--- src/hw/rtl/lmsc_pkg.sv ---
// Shared widths, codes and transaction types of the light-mark seek controller.
`timescale 1ns / 1ps
`default_nettype none

package lmsc_pkg;

  // Sample width and the derived widths of levels and threshold arithmetic.
  localparam int SAMPLE_BITS = 10;
  localparam int LVL_W       = SAMPLE_BITS + 1;
  localparam int SCALED_W    = LVL_W + 3;          // holds 7 * delta
  localparam int QUART_W     = SCALED_W - 2;       // 7 * delta / 4
  localparam int CMD_W       = 3;
  localparam int SPEED_W     = 8;
  localparam int ACT_W       = 2;
  localparam int MODE_W      = 2;
  localparam int PHASE_W     = 2;

  // Division by five as a multiply by 52429 / 2^18; exact for dividends below 262000.
  localparam int DIV5_MUL_W  = 16;
  localparam int DIV5_SHIFT  = 18;
  localparam logic [DIV5_MUL_W-1:0] DIV5_MUL = 16'd52429;
  localparam int PROD_W      = QUART_W + DIV5_MUL_W;

  // Reset values of the calibration state.
  localparam logic [LVL_W-1:0]   MIN_RST   = LVL_W'(250);
  localparam logic [LVL_W-1:0]   MAX_RST   = LVL_W'(500);
  localparam logic [LVL_W-1:0]   LIGHT_RST = LVL_W'(412);
  localparam logic [LVL_W-1:0]   DARK_RST  = LVL_W'(337);
  localparam logic [SPEED_W-1:0] SPEED_RST = SPEED_W'(5);
  localparam logic [LVL_W-1:0]   MIN_INIT  = LVL_W'(1) << SAMPLE_BITS;

  // Command codes of an input transaction.
  typedef enum logic [CMD_W-1:0] {
    CMD_TICK   = 3'd0,
    CMD_STOP   = 3'd1,
    CMD_SEEK   = 3'd2,
    CMD_INIT   = 3'd3,
    CMD_STATUS = 3'd4
  } cmd_t;

  // Motor action codes of a result transaction.
  typedef enum logic [ACT_W-1:0] {
    ACT_NONE  = 2'd0,
    ACT_BRAKE = 2'd1,
    ACT_FWD   = 2'd2
  } act_t;

  // Input transaction as held in the input register.
  typedef struct packed {
    logic [CMD_W-1:0]       command;
    logic [SAMPLE_BITS-1:0] light_sample;
    logic [SPEED_W-1:0]     seek_speed;
  } item_t;

  // Result transaction as held in the result register.
  typedef struct packed {
    logic [ACT_W-1:0]       motor_action;
    logic [SPEED_W-1:0]     motor_speed;
    logic [MODE_W-1:0]      mode_now;
    logic [PHASE_W-1:0]     phase_now;
    logic [LVL_W-1:0]       light_level;
    logic [LVL_W-1:0]       dark_level;
    logic                   status_valid;
    logic [SAMPLE_BITS-1:0] sample_echo;
  } res_t;

  // Handshake between the input register and the core.
  typedef struct packed {
    logic  valid;
    item_t item;
  } stage_t;

endpackage

`default_nettype wire

--- src/hw/rtl/lmsc_if.sv ---
// Valid/ready channel interfaces for commands and results.
`timescale 1ns / 1ps
`default_nettype none

interface lmsc_cmd_if;
  import lmsc_pkg::*;

  logic                   valid;
  logic                   ready;
  logic [CMD_W-1:0]       command;
  logic [SAMPLE_BITS-1:0] light_sample;
  logic [SPEED_W-1:0]     seek_speed;

  modport source (output valid, command, light_sample, seek_speed, input ready);
  modport sink   (input valid, command, light_sample, seek_speed, output ready);
endinterface

interface lmsc_res_if;
  import lmsc_pkg::*;

  logic                   valid;
  logic                   ready;
  logic [ACT_W-1:0]       motor_action;
  logic [SPEED_W-1:0]     motor_speed;
  logic [MODE_W-1:0]      mode_now;
  logic [PHASE_W-1:0]     phase_now;
  logic [LVL_W-1:0]       light_level;
  logic [LVL_W-1:0]       dark_level;
  logic                   status_valid;
  logic [SAMPLE_BITS-1:0] sample_echo;

  modport source (output valid, motor_action, motor_speed, mode_now, phase_now,
                  light_level, dark_level, status_valid, sample_echo,
                  input ready);
  modport sink   (input valid, motor_action, motor_speed, mode_now, phase_now,
                  light_level, dark_level, status_valid, sample_echo,
                  output ready);
endinterface

`default_nettype wire

--- src/hw/rtl/lmsc_thresh.sv ---
// Threshold arithmetic: dark = lo + 7*delta/20, light = (20*hi - 7*delta)/20.
`timescale 1ns / 1ps
`default_nettype none

module lmsc_thresh (
  input  wire logic [lmsc_pkg::LVL_W-1:0] min_lvl,
  input  wire logic [lmsc_pkg::LVL_W-1:0] max_lvl,
  output logic      [lmsc_pkg::LVL_W-1:0] light_lvl,
  output logic      [lmsc_pkg::LVL_W-1:0] dark_lvl
);
  import lmsc_pkg::*;

  logic [LVL_W-1:0]    lo;
  logic [LVL_W-1:0]    hi;
  logic [LVL_W-1:0]    delta;
  logic [SCALED_W-1:0] scaled;
  logic [QUART_W-1:0]  quart;
  logic [PROD_W-1:0]   prod;
  logic [LVL_W-1:0]    quot;
  logic [SCALED_W-1:0] rem;

  // Order the pair so that the difference is never negative.
  always_comb begin
    if (max_lvl < min_lvl) begin
      lo = max_lvl;
      hi = min_lvl;
    end else begin
      lo = min_lvl;
      hi = max_lvl;
    end
  end

  // 7*delta/20 is taken as (7*delta >> 2) / 5, the last step by reciprocal multiply.
  assign delta  = hi - lo;
  assign scaled = SCALED_W'({delta, 3'b000}) - SCALED_W'(delta);
  assign quart  = scaled[SCALED_W-1:2];
  assign prod   = PROD_W'(quart) * PROD_W'(DIV5_MUL);
  assign quot   = LVL_W'(prod[PROD_W-1:DIV5_SHIFT]);
  assign rem    = scaled - SCALED_W'(SCALED_W'(quot) * SCALED_W'(20));

  // The upper threshold rounds the subtracted part up, which truncates the whole.
  assign dark_lvl  = lo + quot;
  assign light_lvl = hi - quot - LVL_W'(rem != '0);

endmodule

`default_nettype wire

--- src/hw/rtl/lmsc_in_stage.sv ---
// Input register that holds one command transaction ahead of the core.
`timescale 1ns / 1ps
`default_nettype none

module lmsc_in_stage (
  input  wire logic             clk,
  input  wire logic             rst_n,
  input  wire logic             in_valid,
  input  wire lmsc_pkg::item_t  in_item,
  output logic                  in_ready,
  input  wire logic             take,
  output lmsc_pkg::stage_t      stage
);
  import lmsc_pkg::*;

  logic  valid_r;
  item_t item_r;

  // The register takes a new transaction when empty or when the core drains it.
  assign in_ready = !valid_r || take;

  always_ff @(posedge clk) begin
    if (!rst_n) begin
      valid_r <= 1'b0;
    end else if (in_ready) begin
      valid_r <= in_valid;
    end
  end

  always_ff @(posedge clk) begin
    if (in_valid && in_ready) begin
      item_r <= in_item;
    end
  end

  assign stage.valid = valid_r;
  assign stage.item  = item_r;

endmodule

`default_nettype wire

--- src/hw/rtl/lmsc_core.sv ---
// Controller state, command decode and the result register.
`timescale 1ns / 1ps
`default_nettype none

module lmsc_core (
  input  wire logic             clk,
  input  wire logic             rst_n,
  input  wire lmsc_pkg::stage_t stage,
  output logic                  take,
  output logic                  out_valid,
  input  wire logic             out_ready,
  output lmsc_pkg::res_t        res
);
  import lmsc_pkg::*;

  typedef enum logic [MODE_W-1:0] {
    MODE_STOP = 2'd0,
    MODE_CAL  = 2'd1,
    MODE_SEEK = 2'd2
  } mode_t;

  typedef enum logic [PHASE_W-1:0] {
    PH_LIGHT = 2'd0,
    PH_DARK  = 2'd1,
    PH_DONE  = 2'd2
  } phase_t;

  mode_t              mode_r, mode_nxt;
  phase_t             phase_r, phase_nxt;
  logic [LVL_W-1:0]   min_r, min_nxt;
  logic [LVL_W-1:0]   max_r, max_nxt;
  logic [LVL_W-1:0]   light_r, light_nxt;
  logic [LVL_W-1:0]   dark_r, dark_nxt;
  logic [SPEED_W-1:0] speed_r, speed_nxt;
  logic               out_valid_r;
  res_t               res_r, res_nxt;

  logic [LVL_W-1:0]   smp;
  logic [LVL_W-1:0]   cal_min;
  logic [LVL_W-1:0]   cal_max;
  logic [LVL_W-1:0]   cal_light;
  logic [LVL_W-1:0]   cal_dark;
  act_t               act;
  logic [SPEED_W-1:0] mspd;
  logic               stat;

  // A transaction moves on when the result register is free or being emptied.
  assign take = stage.valid && (!out_valid_r || out_ready);

  // Calibration widens the seen range with the sample and thresholds follow.
  assign smp     = LVL_W'(stage.item.light_sample);
  assign cal_min = (smp < min_r) ? smp : min_r;
  assign cal_max = (smp > max_r) ? smp : max_r;

  lmsc_thresh u_thresh (
    .min_lvl   (cal_min),
    .max_lvl   (cal_max),
    .light_lvl (cal_light),
    .dark_lvl  (cal_dark)
  );

  // Command decode and the next state.
  always_comb begin
    mode_nxt  = mode_r;
    phase_nxt = phase_r;
    min_nxt   = min_r;
    max_nxt   = max_r;
    light_nxt = light_r;
    dark_nxt  = dark_r;
    speed_nxt = speed_r;
    act       = ACT_NONE;
    mspd      = '0;
    stat      = 1'b0;
    unique case (stage.item.command)
      CMD_TICK: begin
        unique case (mode_r)
          MODE_CAL: begin
            min_nxt   = cal_min;
            max_nxt   = cal_max;
            light_nxt = cal_light;
            dark_nxt  = cal_dark;
          end
          MODE_SEEK: begin
            unique case (phase_r)
              PH_LIGHT: begin
                if (smp > light_r) begin
                  phase_nxt = PH_DARK;
                end
                act  = ACT_FWD;
                mspd = speed_r;
              end
              PH_DARK: begin
                if (smp < dark_r) begin
                  phase_nxt = PH_DONE;
                end
                act  = ACT_FWD;
                mspd = speed_r;
              end
              default: begin
                mode_nxt = MODE_STOP;
                act      = ACT_BRAKE;
              end
            endcase
          end
          default: begin
            act = ACT_BRAKE;
          end
        endcase
      end
      CMD_STOP: begin
        mode_nxt = MODE_STOP;
        act      = ACT_BRAKE;
      end
      CMD_SEEK: begin
        speed_nxt = stage.item.seek_speed;
        phase_nxt = PH_LIGHT;
        mode_nxt  = MODE_SEEK;
      end
      CMD_INIT: begin
        mode_nxt = MODE_CAL;
        max_nxt  = '0;
        min_nxt  = MIN_INIT;
      end
      CMD_STATUS: begin
        stat = 1'b1;
      end
      default: begin
      end
    endcase
  end

  // Result fields report the state after the command.
  always_comb begin
    res_nxt.motor_action = act;
    res_nxt.motor_speed  = mspd;
    res_nxt.mode_now     = mode_nxt;
    res_nxt.phase_now    = phase_nxt;
    res_nxt.light_level  = light_nxt;
    res_nxt.dark_level   = dark_nxt;
    res_nxt.status_valid = stat;
    res_nxt.sample_echo  = stat ? stage.item.light_sample : '0;
  end

  // State and result register.
  always_ff @(posedge clk) begin
    if (!rst_n) begin
      mode_r      <= MODE_STOP;
      phase_r     <= PH_LIGHT;
      min_r       <= MIN_RST;
      max_r       <= MAX_RST;
      light_r     <= LIGHT_RST;
      dark_r      <= DARK_RST;
      speed_r     <= SPEED_RST;
      out_valid_r <= 1'b0;
    end else if (take) begin
      mode_r      <= mode_nxt;
      phase_r     <= phase_nxt;
      min_r       <= min_nxt;
      max_r       <= max_nxt;
      light_r     <= light_nxt;
      dark_r      <= dark_nxt;
      speed_r     <= speed_nxt;
      out_valid_r <= 1'b1;
    end else if (out_ready) begin
      out_valid_r <= 1'b0;
    end
  end

  always_ff @(posedge clk) begin
    if (take) begin
      res_r <= res_nxt;
    end
  end

  assign out_valid = out_valid_r;
  assign res       = res_r;

  // A stop command always leaves the controller stopped.
  a_stop_cmd: assert property (@(posedge clk) disable iff (!rst_n)
    take && (stage.item.command == CMD_STOP) |=> mode_r == MODE_STOP)
    else $error("stop command did not stop the controller");

  // The dark threshold never rises above the light threshold.
  a_thresh_order: assert property (@(posedge clk) disable iff (!rst_n)
    dark_r <= light_r)
    else $error("dark threshold above light threshold");

  // A nonzero drive speed only goes out with a forward action.
  a_speed_fwd: assert property (@(posedge clk) disable iff (!rst_n)
    out_valid_r && (res_r.motor_speed != '0) |-> res_r.motor_action == ACT_FWD)
    else $error("motor speed reported without forward drive");

  // A status answer never moves the motor.
  a_status_quiet: assert property (@(posedge clk) disable iff (!rst_n)
    out_valid_r && res_r.status_valid |-> res_r.motor_action == ACT_NONE)
    else $error("status answer carries a motor action");

  // A seek command stores its speed and restarts the search for light.
  a_seek_start: assert property (@(posedge clk) disable iff (!rst_n)
    take && (stage.item.command == CMD_SEEK)
      |=> (speed_r == $past(stage.item.seek_speed)) && (phase_r == PH_LIGHT))
    else $error("seek command did not restart the search");

endmodule

`default_nettype wire

--- src/hw/rtl/light_mark_seek_controller.sv ---
// Top level of the light-mark seek controller.
// Every command transaction yields exactly one result transaction, in order. A command
// passes an input register and then the result register, which offers its result. One
// command is taken every cycle as long as results are drained, and while a result waits
// one more command can still enter the input register. The rate is set by the state
// update, whose longest path is the calibration tick: a min/max compare, a subtract and
// the constant multiplies that form both thresholds. There is no clearing pass after
// reset.
`timescale 1ns / 1ps
`default_nettype none

module light_mark_seek_controller (
  input  wire logic   clk,
  input  wire logic   rst_n,
  lmsc_cmd_if.sink    in_ch,
  lmsc_res_if.source  out_ch
);
  import lmsc_pkg::*;

  item_t  in_item;
  stage_t stage;
  logic   take;
  logic   out_valid;
  res_t   res;

  // Gather the command fields into one transaction.
  assign in_item.command      = in_ch.command;
  assign in_item.light_sample = in_ch.light_sample;
  assign in_item.seek_speed   = in_ch.seek_speed;

  lmsc_in_stage u_in_stage (
    .clk      (clk),
    .rst_n    (rst_n),
    .in_valid (in_ch.valid),
    .in_item  (in_item),
    .in_ready (in_ch.ready),
    .take     (take),
    .stage    (stage)
  );

  lmsc_core u_core (
    .clk       (clk),
    .rst_n     (rst_n),
    .stage     (stage),
    .take      (take),
    .out_valid (out_valid),
    .out_ready (out_ch.ready),
    .res       (res)
  );

  // Spread the result transaction onto the channel.
  assign out_ch.valid        = out_valid;
  assign out_ch.motor_action = res.motor_action;
  assign out_ch.motor_speed  = res.motor_speed;
  assign out_ch.mode_now     = res.mode_now;
  assign out_ch.phase_now    = res.phase_now;
  assign out_ch.light_level  = res.light_level;
  assign out_ch.dark_level   = res.dark_level;
  assign out_ch.status_valid = res.status_valid;
  assign out_ch.sample_echo  = res.sample_echo;

endmodule

`default_nettype wire

--- src/flat_wrapper.sv ---
// flat-port wrapper written by rule: the top's interface ports become plain ports
module light_mark_seek_controller_flat import lmsc_pkg::*;
  (clk, rst_n, in_ch_valid, in_ch_command, in_ch_light_sample, in_ch_seek_speed, in_ch_ready, out_ch_valid, out_ch_motor_action, out_ch_motor_speed, out_ch_mode_now, out_ch_phase_now, out_ch_light_level, out_ch_dark_level, out_ch_status_valid, out_ch_sample_echo, out_ch_ready);
  lmsc_cmd_if in_ch_i ();
  lmsc_res_if out_ch_i ();
  input  wire logic clk;
  input  wire logic rst_n;
  input wire logic [$bits(in_ch_i.valid)-1:0] in_ch_valid;
  input wire logic [$bits(in_ch_i.command)-1:0] in_ch_command;
  input wire logic [$bits(in_ch_i.light_sample)-1:0] in_ch_light_sample;
  input wire logic [$bits(in_ch_i.seek_speed)-1:0] in_ch_seek_speed;
  output wire logic [$bits(in_ch_i.ready)-1:0] in_ch_ready;
  output wire logic [$bits(out_ch_i.valid)-1:0] out_ch_valid;
  output wire logic [$bits(out_ch_i.motor_action)-1:0] out_ch_motor_action;
  output wire logic [$bits(out_ch_i.motor_speed)-1:0] out_ch_motor_speed;
  output wire logic [$bits(out_ch_i.mode_now)-1:0] out_ch_mode_now;
  output wire logic [$bits(out_ch_i.phase_now)-1:0] out_ch_phase_now;
  output wire logic [$bits(out_ch_i.light_level)-1:0] out_ch_light_level;
  output wire logic [$bits(out_ch_i.dark_level)-1:0] out_ch_dark_level;
  output wire logic [$bits(out_ch_i.status_valid)-1:0] out_ch_status_valid;
  output wire logic [$bits(out_ch_i.sample_echo)-1:0] out_ch_sample_echo;
  input wire logic [$bits(out_ch_i.ready)-1:0] out_ch_ready;
  assign in_ch_i.valid = in_ch_valid;
  assign in_ch_i.command = in_ch_command;
  assign in_ch_i.light_sample = in_ch_light_sample;
  assign in_ch_i.seek_speed = in_ch_seek_speed;
  assign in_ch_ready = in_ch_i.ready;
  assign out_ch_valid = out_ch_i.valid;
  assign out_ch_motor_action = out_ch_i.motor_action;
  assign out_ch_motor_speed = out_ch_i.motor_speed;
  assign out_ch_mode_now = out_ch_i.mode_now;
  assign out_ch_phase_now = out_ch_i.phase_now;
  assign out_ch_light_level = out_ch_i.light_level;
  assign out_ch_dark_level = out_ch_i.dark_level;
  assign out_ch_status_valid = out_ch_i.status_valid;
  assign out_ch_sample_echo = out_ch_i.sample_echo;
  assign out_ch_i.ready = out_ch_ready;
  light_mark_seek_controller u_core (.clk(clk), .rst_n(rst_n), .in_ch(in_ch_i), .out_ch(out_ch_i));
endmodule
--- config.mk ---
export PLATFORM = sky130hd
export DESIGN_NAME = light_mark_seek_controller_flat
export DESIGN_NICKNAME = d
export VERILOG_FILES = /design/src/hw/rtl/lmsc_pkg.sv /design/src/hw/rtl/lmsc_if.sv /design/src/hw/rtl/lmsc_thresh.sv /design/src/hw/rtl/lmsc_in_stage.sv /design/src/hw/rtl/lmsc_core.sv /design/src/hw/rtl/light_mark_seek_controller.sv /design/src/flat_wrapper.sv
export SDC_FILE = /design/constraint.sdc
export NUM_CORES = 1
export LEC_CHECK = 0
export ABC_AREA = 0
export BUFFER_PORTS_ARGS = -buffer_cell sky130_fd_sc_hd__buf_2
export CELL_PAD_IN_SITES_DETAIL_PLACEMENT = 0
export CELL_PAD_IN_SITES_GLOBAL_PLACEMENT = 1
export CORE_MARGIN = 8
export CORE_UTILIZATION = 25
export CTS_CLUSTER_DIAMETER = 200
export CTS_CLUSTER_SIZE = 16
export DETAILED_ROUTE_END_ITERATION = 16
export PLACE_DENSITY_LB_ADDON = 0.1
export SLEW_MARGIN = 20
export SYNTH_ARGS = -nofsm -noshare
export SYNTH_HDL_FRONTEND = slang
export SYNTH_HIERARCHICAL = 1
export SYNTH_SLANG_ARGS = --single-unit
--- constraint.sdc ---
create_clock -name clk -period 18 [get_ports clk]
set_input_delay 0.9 -clock clk [delete_from_list [all_inputs] [get_ports clk]]
set_output_delay 0.9 -clock clk [all_outputs]
set_load 0.03 [all_outputs]
Yosys cells after proc, flatten, opt, wreduce, memory -nomap -nowiden --
Index checks and enable logic that the tools add are counted.
Storage, ports and cells: memory bits (read-only) 0, bits of input ports 25, output and inout port bits 49, logic and storage cells 82, memories 0, bits in latches 0, bits in writable memories 0, bits in registers 126
Operators by class: $add $sub $neg 6, bitwise logic cells 0, equal/unequal tests 8, $mul 2, reductions and logical operators 15, divide/modulo/power cells 0, shifts and indexed selects 0, magnitude comparators 5, muxes and demuxes 26
Operator list (number):
- 11-bit 2-to-1 mux | 10
- 11-bit one-hot mux with 2 select lines | 2
- 12-bit by 16-bit multiplier with 28-bit output, second input constant | 1
- 10-bit by 11-bit greater-than comparator with 1-bit output | 2
- 10-bit by 11-bit < comparator with 1-bit output | 2
- 2-bit one-hot mux with 2 select lines | 4
- 14-bit nonzero test | 1
- 14-bit by 11-bit subtractor with 14-bit output | 1
- 14-bit subtractor | 1
- 10-bit by 3-bit multiplier with 12-bit output, second input constant | 1
- 2-bit 2-to-1 mux | 6
- 11-bit by 10-bit adder with 11-bit output | 1
- 11-bit < comparator | 1
- 11-bit by 1-bit subtractor with 11-bit output | 1
- 11-bit by 10-bit subtractor with 11-bit output | 1
- 11-bit subtractor | 1
- 2-bit one-hot mux with 4 select lines | 1
- 3-bit by 2-bit == test with 1-bit output, second input constant | 2
- 3-bit AND reduction | 2
- 2-bit by 1-bit == test with 1-bit output, second input constant | 2
- 2-bit nonzero test | 2
- 3-bit by 1-bit == test with 1-bit output, second input constant | 1
- 3-bit == test, second input constant | 1
- 3-bit logical NOT | 1
- other kinds (9) | 14

Logic depth before layout (Yosys ltp) --
depth after elaboration 13, depth in mapped cells 84, gate-level depth less buffers 82

Modules after synthesis --
The synthesis kept the hierarchy.
By module, submodules not included:
- lmsc_thresh | cells an instance 740, area each 5935.7 um2, times used 1, sequential area each 0.0 um2
- lmsc_core | cells an instance 514, area each 5305.1 um2, times used 1, sequential area each 2552.4 um2
- lmsc_in_stage | cells an instance 27, area each 695.7 um2, times used 1, sequential area each 650.6 um2

Worst setup path after synthesis --
OpenSTA, ideal clock, no wires.
path type flip-flop to flip-flop, from reg u_core.u_in_stage.item_r, in the netlist u_core/u_in_stage/stage[16], to reg u_core.u_core.res_r, in the netlist u_core/u_core/res[32] (data pin), buffers on the path 1, required time 17740 ps, arrival time 15743 ps, clock period less this slack 16002 ps, path slack 1998 ps, cell stages (with the launch flop) 73, cells stage by stage edfxtp_1 ha_1 a211oi_1 or3_4 a211oi_4 mux2_2 ha_1 and2b_1 a221oi_2 o41ai_2 nor2_1 buf_2 nand2_1 o22a_1 ha_1 a21o_1 o21a_1 a211oi_2 [37 not listed] a2111oi_0 and4b_1 nand3_1 o22ai_1 o311ai_2 fa_1 inv_1 fa_1 nand2b_1 a21oi_1 o21ai_0 a21oi_1 o21bai_1 a21oi_1 o21bai_1 a21oi_1 xnor2_1 mux2_2
On the way: longest elaborated chain between the ends 13, elaborated cells between the ends (all ways) 17, those cells by class add/sub (5); mul (2); order compare (3); mux (6); reduce/logical (1)
RTL lines:
- start: declaration | line lmsc_in_stage.sv:17 | item_t item_r;
- start signal: assignment | line lmsc_in_stage.sv:32 | item_r <= in_item;
- 10-bit by 11-bit greater-than comparator with 1-bit output * | line lmsc_core.sv:53 | assign cal_max = (smp > max_r) ? smp : max_r;
- 11-bit 2-to-1 mux * | line lmsc_core.sv:53
- via u_core.u_core.cal_max[2] | line lmsc_core.sv:40 | logic [LVL_W-1:0] cal_max;
- 11-bit < comparator | line lmsc_thresh.sv:24 | if (max_lvl < min_lvl) begin
- 11-bit 2-to-1 mux | line lmsc_thresh.sv:24
- 11-bit subtractor | line lmsc_thresh.sv:34 | assign delta = hi - lo;
- 14-bit by 11-bit subtractor with 14-bit output | line lmsc_thresh.sv:35 | assign scaled = SCALED_W'({delta, 3'b000}) - SCALED_W'(delta);
- 12-bit by 16-bit multiplier with 28-bit output | line lmsc_thresh.sv:37 | assign prod = PROD_W'(quart) * PROD_W'(DIV5_MUL);
- 10-bit by 3-bit multiplier with 12-bit output | line lmsc_thresh.sv:39 | assign rem = scaled - SCALED_W'(SCALED_W'(quot) * SCALED_W'(20));
- 14-bit subtractor | line lmsc_thresh.sv:39
- 14-bit nonzero test | line lmsc_thresh.sv:43 | assign light_lvl = hi - quot - LVL_W'(rem != '0);
- 11-bit by 1-bit subtractor with 11-bit output * | line lmsc_thresh.sv:43
- via u_core.u_core.cal_light[10] | line lmsc_core.sv:41 | logic [LVL_W-1:0] cal_light;
- 11-bit 2-to-1 mux * | line lmsc_core.sv:76 | unique case (mode_r)
- 11-bit 2-to-1 mux * | line lmsc_core.sv:74 | unique case (stage.item.command)
- via u_core.u_core.light_nxt[10] | line lmsc_core.sv:32 | logic [LVL_W-1:0] light_r, light_nxt;
- end signal: assignment | line lmsc_core.sv:171 | res_r <= res_nxt;
- end: declaration | line lmsc_core.sv:36 | res_t res_r, res_nxt;
The timed path passes the listed nets; every way through them passes the cells marked *. A chain may end at the register's enable or synchronous reset.

Final worst setup path --
from reg u_core.u_in_stage.item_r, in the netlist u_core/u_in_stage/stage[12], to reg u_core.u_core.res_r, in the netlist u_core/u_core/res[32] (data pin)
The elaborated chain is that of the path after synthesis.

==> run metrics <==
commonest non-fill, non-tap cell in the layout inv_1; CP dominant cell by count ha_1; cts hold-fix bufs 0; Crit-path slowest cell fa_1; max-cap violation count 0; CTS clock-pin slew for the worst setup and hold paths 0.06 ns; Clock Tree Root clkbuf_16; skew final 0.0144 ns; DP Area 0.0132 mm2; largest net degree at the start of global routing 56; Ports 74; YS warnings 6; 1st-iter DRT viols 427; 1st-pass router iterations 7; remaining global-route overflow 0; Initial Utilization 25.2%; WL per Instance 18.1 um; Hold WC Path Type reg2reg; Vias/cell 4.57; Synth Flop Type edfxtp_1; CP startpoint kind flip-flop; Slew Limit Fails 0; clock latency on the worst-skew pair 0.43 ns; GPL Wtd Cong 0.797; clock tree from TritonCTS done; fin area 0.0140 mm2; Avg Cell Area, Syn 9.32 um2; All-Layer GR Usage 13.3%; Cell Rows 80; sequential share of the synthesized area 26.8%; P&R area growth vs syn 17.1%; first-pass GRT wire length 56.0 mm; max incr delay on CP 0.53 ns; RSZ-0062 raised after global routing no; deepest clock path buffer count 2; PortBufs 73; final setup vio count 0; Post-Syn Area 0.0119 mm2; Die W 235 um; Distinct cells, synth 99; actual slew at the worst max-slew pin 0.912 ns; Setup TNS 0 ns; Inserted Clock Buffers 17; Synth Register Bits 126; Final Cycle Share 93.6%; crit path time final 16.85 ns; status completed; Die Area 0.0550 mm2; clk sinks 126; # H-tree levels 4; Setup Crit Path Kind reg2reg; final core occ 29.5%; layout cell share with drive strength beyond 1 18.0%; Vias 9171; Hold Violations, Final 0; Crit. End Element flip-flop; Post-synth EDFFs 68; number of antenna violations at the first check in global routing 0; Residual DRC 0; ANT cells 0; vias in the first global route 9549; placed wire-length estimate 29.5 mm; core area 0.0474 mm2; Nets 1625; Worst slew margin 38.6%; WP data required 18.18 ns; Mapped Nets 1527; Arrival @ worst endpoint 17.03 ns; Max Fclk 0.0594 GHz; asr flop ratio synth 0%; Syn Inst Count 1281; CP max FO 6; most frequent cells in the layout inv_1, ha_1, nand2_1, a21oi_1, buf_2; post-route ant nets 0; chip height 235 um; routed wire length 36.2 mm
## synthesized netlist by cell type (all sizes together) (6+ instances only)
cell type	number	area (um2)
dfxtp	58	1160
o22ai	6	37.5
nand3b	6	45.0
fa	45	901
clkbuf	13	48.8
and4	6	52.6
nor2b	12	75.1
ha	176	2200
a211oi	12	113
a31oi	6	52.6
nand2	112	428
a21boi	9	75.1
inv	181	679
xor2	20	190
o211ai	10	75.1
mux2	43	484
nand3	35	193
and2	21	134
mux2i	20	200
buf	20	119
o21a	8	61.3
a21o	21	158
o21bai	10	78.8
xnor2	51	454
and3	14	87.6
o21ai	35	186
nand4	6	37.5
nand2b	16	108
nor2	55	209
a21oi	98	494
nor3	21	116
edfxtp	68	2040
## path summary, 6_finish.rpt
check                                            startpoint                       end  slack (ns)  cells past startpoint
worst max-delay path            u_core/u_in_stage/stage[12]     u_core/u_core/res[32]        1.15                     80
worst min-delay path               u_core/u_core/speed_r[3]  u_core/u_core/speed_r[3]        0.45                      2
worst max register to register  u_core/u_in_stage/stage[12]     u_core/u_core/res[32]        1.15                     80
worst min register to register     u_core/u_core/speed_r[3]  u_core/u_core/speed_r[3]        0.45                      2
## metrics by stage
step / std cells / hold slack, ns / setup slack [ns]
2_1_floorplan: 1281 / 0.431 / 2.00
6_report: 2006 / 0.448 / 1.15
3_3_place_gp: 1973 / 0.438 / 0.433
5_1_grt: 2006 / 0.473 / 0.00610
4_1_cts: 2004 / 0.450 / 0.257
3_5_place_dp: 1973 / 0.443 / 0.342
## critical path, delay by kind of cell (launching register included)
kind | cells | cell delay, ns
AOI/OAI and AO/OA | 36 | 6.43
xor gates and xnor gates | 6 | 1.03
adders and majority gates | 16 | 5.42
buffers and inverters | 10 | 1.10
DFF | 1 | 0.43
muxes | 2 | 0.59
and+or+nand+nor | 10 | 1.61
## layout make-up
| type | count | area [um2] |
|---|---|---|
| clock buffers | 19 | 464 |
| flip-flops and latches | 126 | 3200 |
| multi-input cells | 939 | 8060 |
| well taps | 615 | 769 |
| inverters | 183 | 687 |
| fillers | 5096 | 33500 |
| repair buffers | 112 | 658 |
| clock inverters | 12 | 134 |
## logic make-up (layout without fill, tap and decap cells)
kind of cell             count (synthesis)  in the layout  share of synthesized area (%)
other                                    1              1                         0.0314
buffers and inverters                  216            326                           7.16
AO/OA/AOI/OAI                          259            259                           14.8
multiplexers                            63             63                           5.73
XOR/XNOR                                73             73                           5.79
AND/OR/NAND/NOR                        320            320                           13.5
flip-flops                             126            126                           26.8
adder cells (fa/ha/maj)                223            223                           26.2
## sequential cells by signal (all words and copies together) (netlist names)
signal,cells
u_core/u_core/mode_r,2
u_core/u_core/phase_r,2
u_core/u_core/speed_r,8
u_core/u_core/dark_r,11
u_core/u_core/out_valid,1
u_core/u_core/res,47
u_core/u_core/min_r,11
u_core/u_in_stage/stage,21
u_core/u_core/max_r,11
u_core/u_in_stage/valid_r,1
u_core/u_core/light_r,11
## routing by layer
metal / track usage (%) / part of all wire [%] / up-vias
met5: 0 / 0 / -
met4: 4.44 / 2.3 / 0
met3: 1.53 / 2.3 / 33
met2: 24.3 / 50 / 127
met1: 16.1 / 45 / 4339
li1: - / - / 4672
## repair_timing
action / 4_1_cts / 5_1_grt
setup endpoints to repair: 0 / 13
resized for setup: 0 / 36
setup buffers: 0 / 2
Power is left out: the tool's default activity adds up to more than one toggle a clock period on the data nets, which glitch-free logic cannot reach.
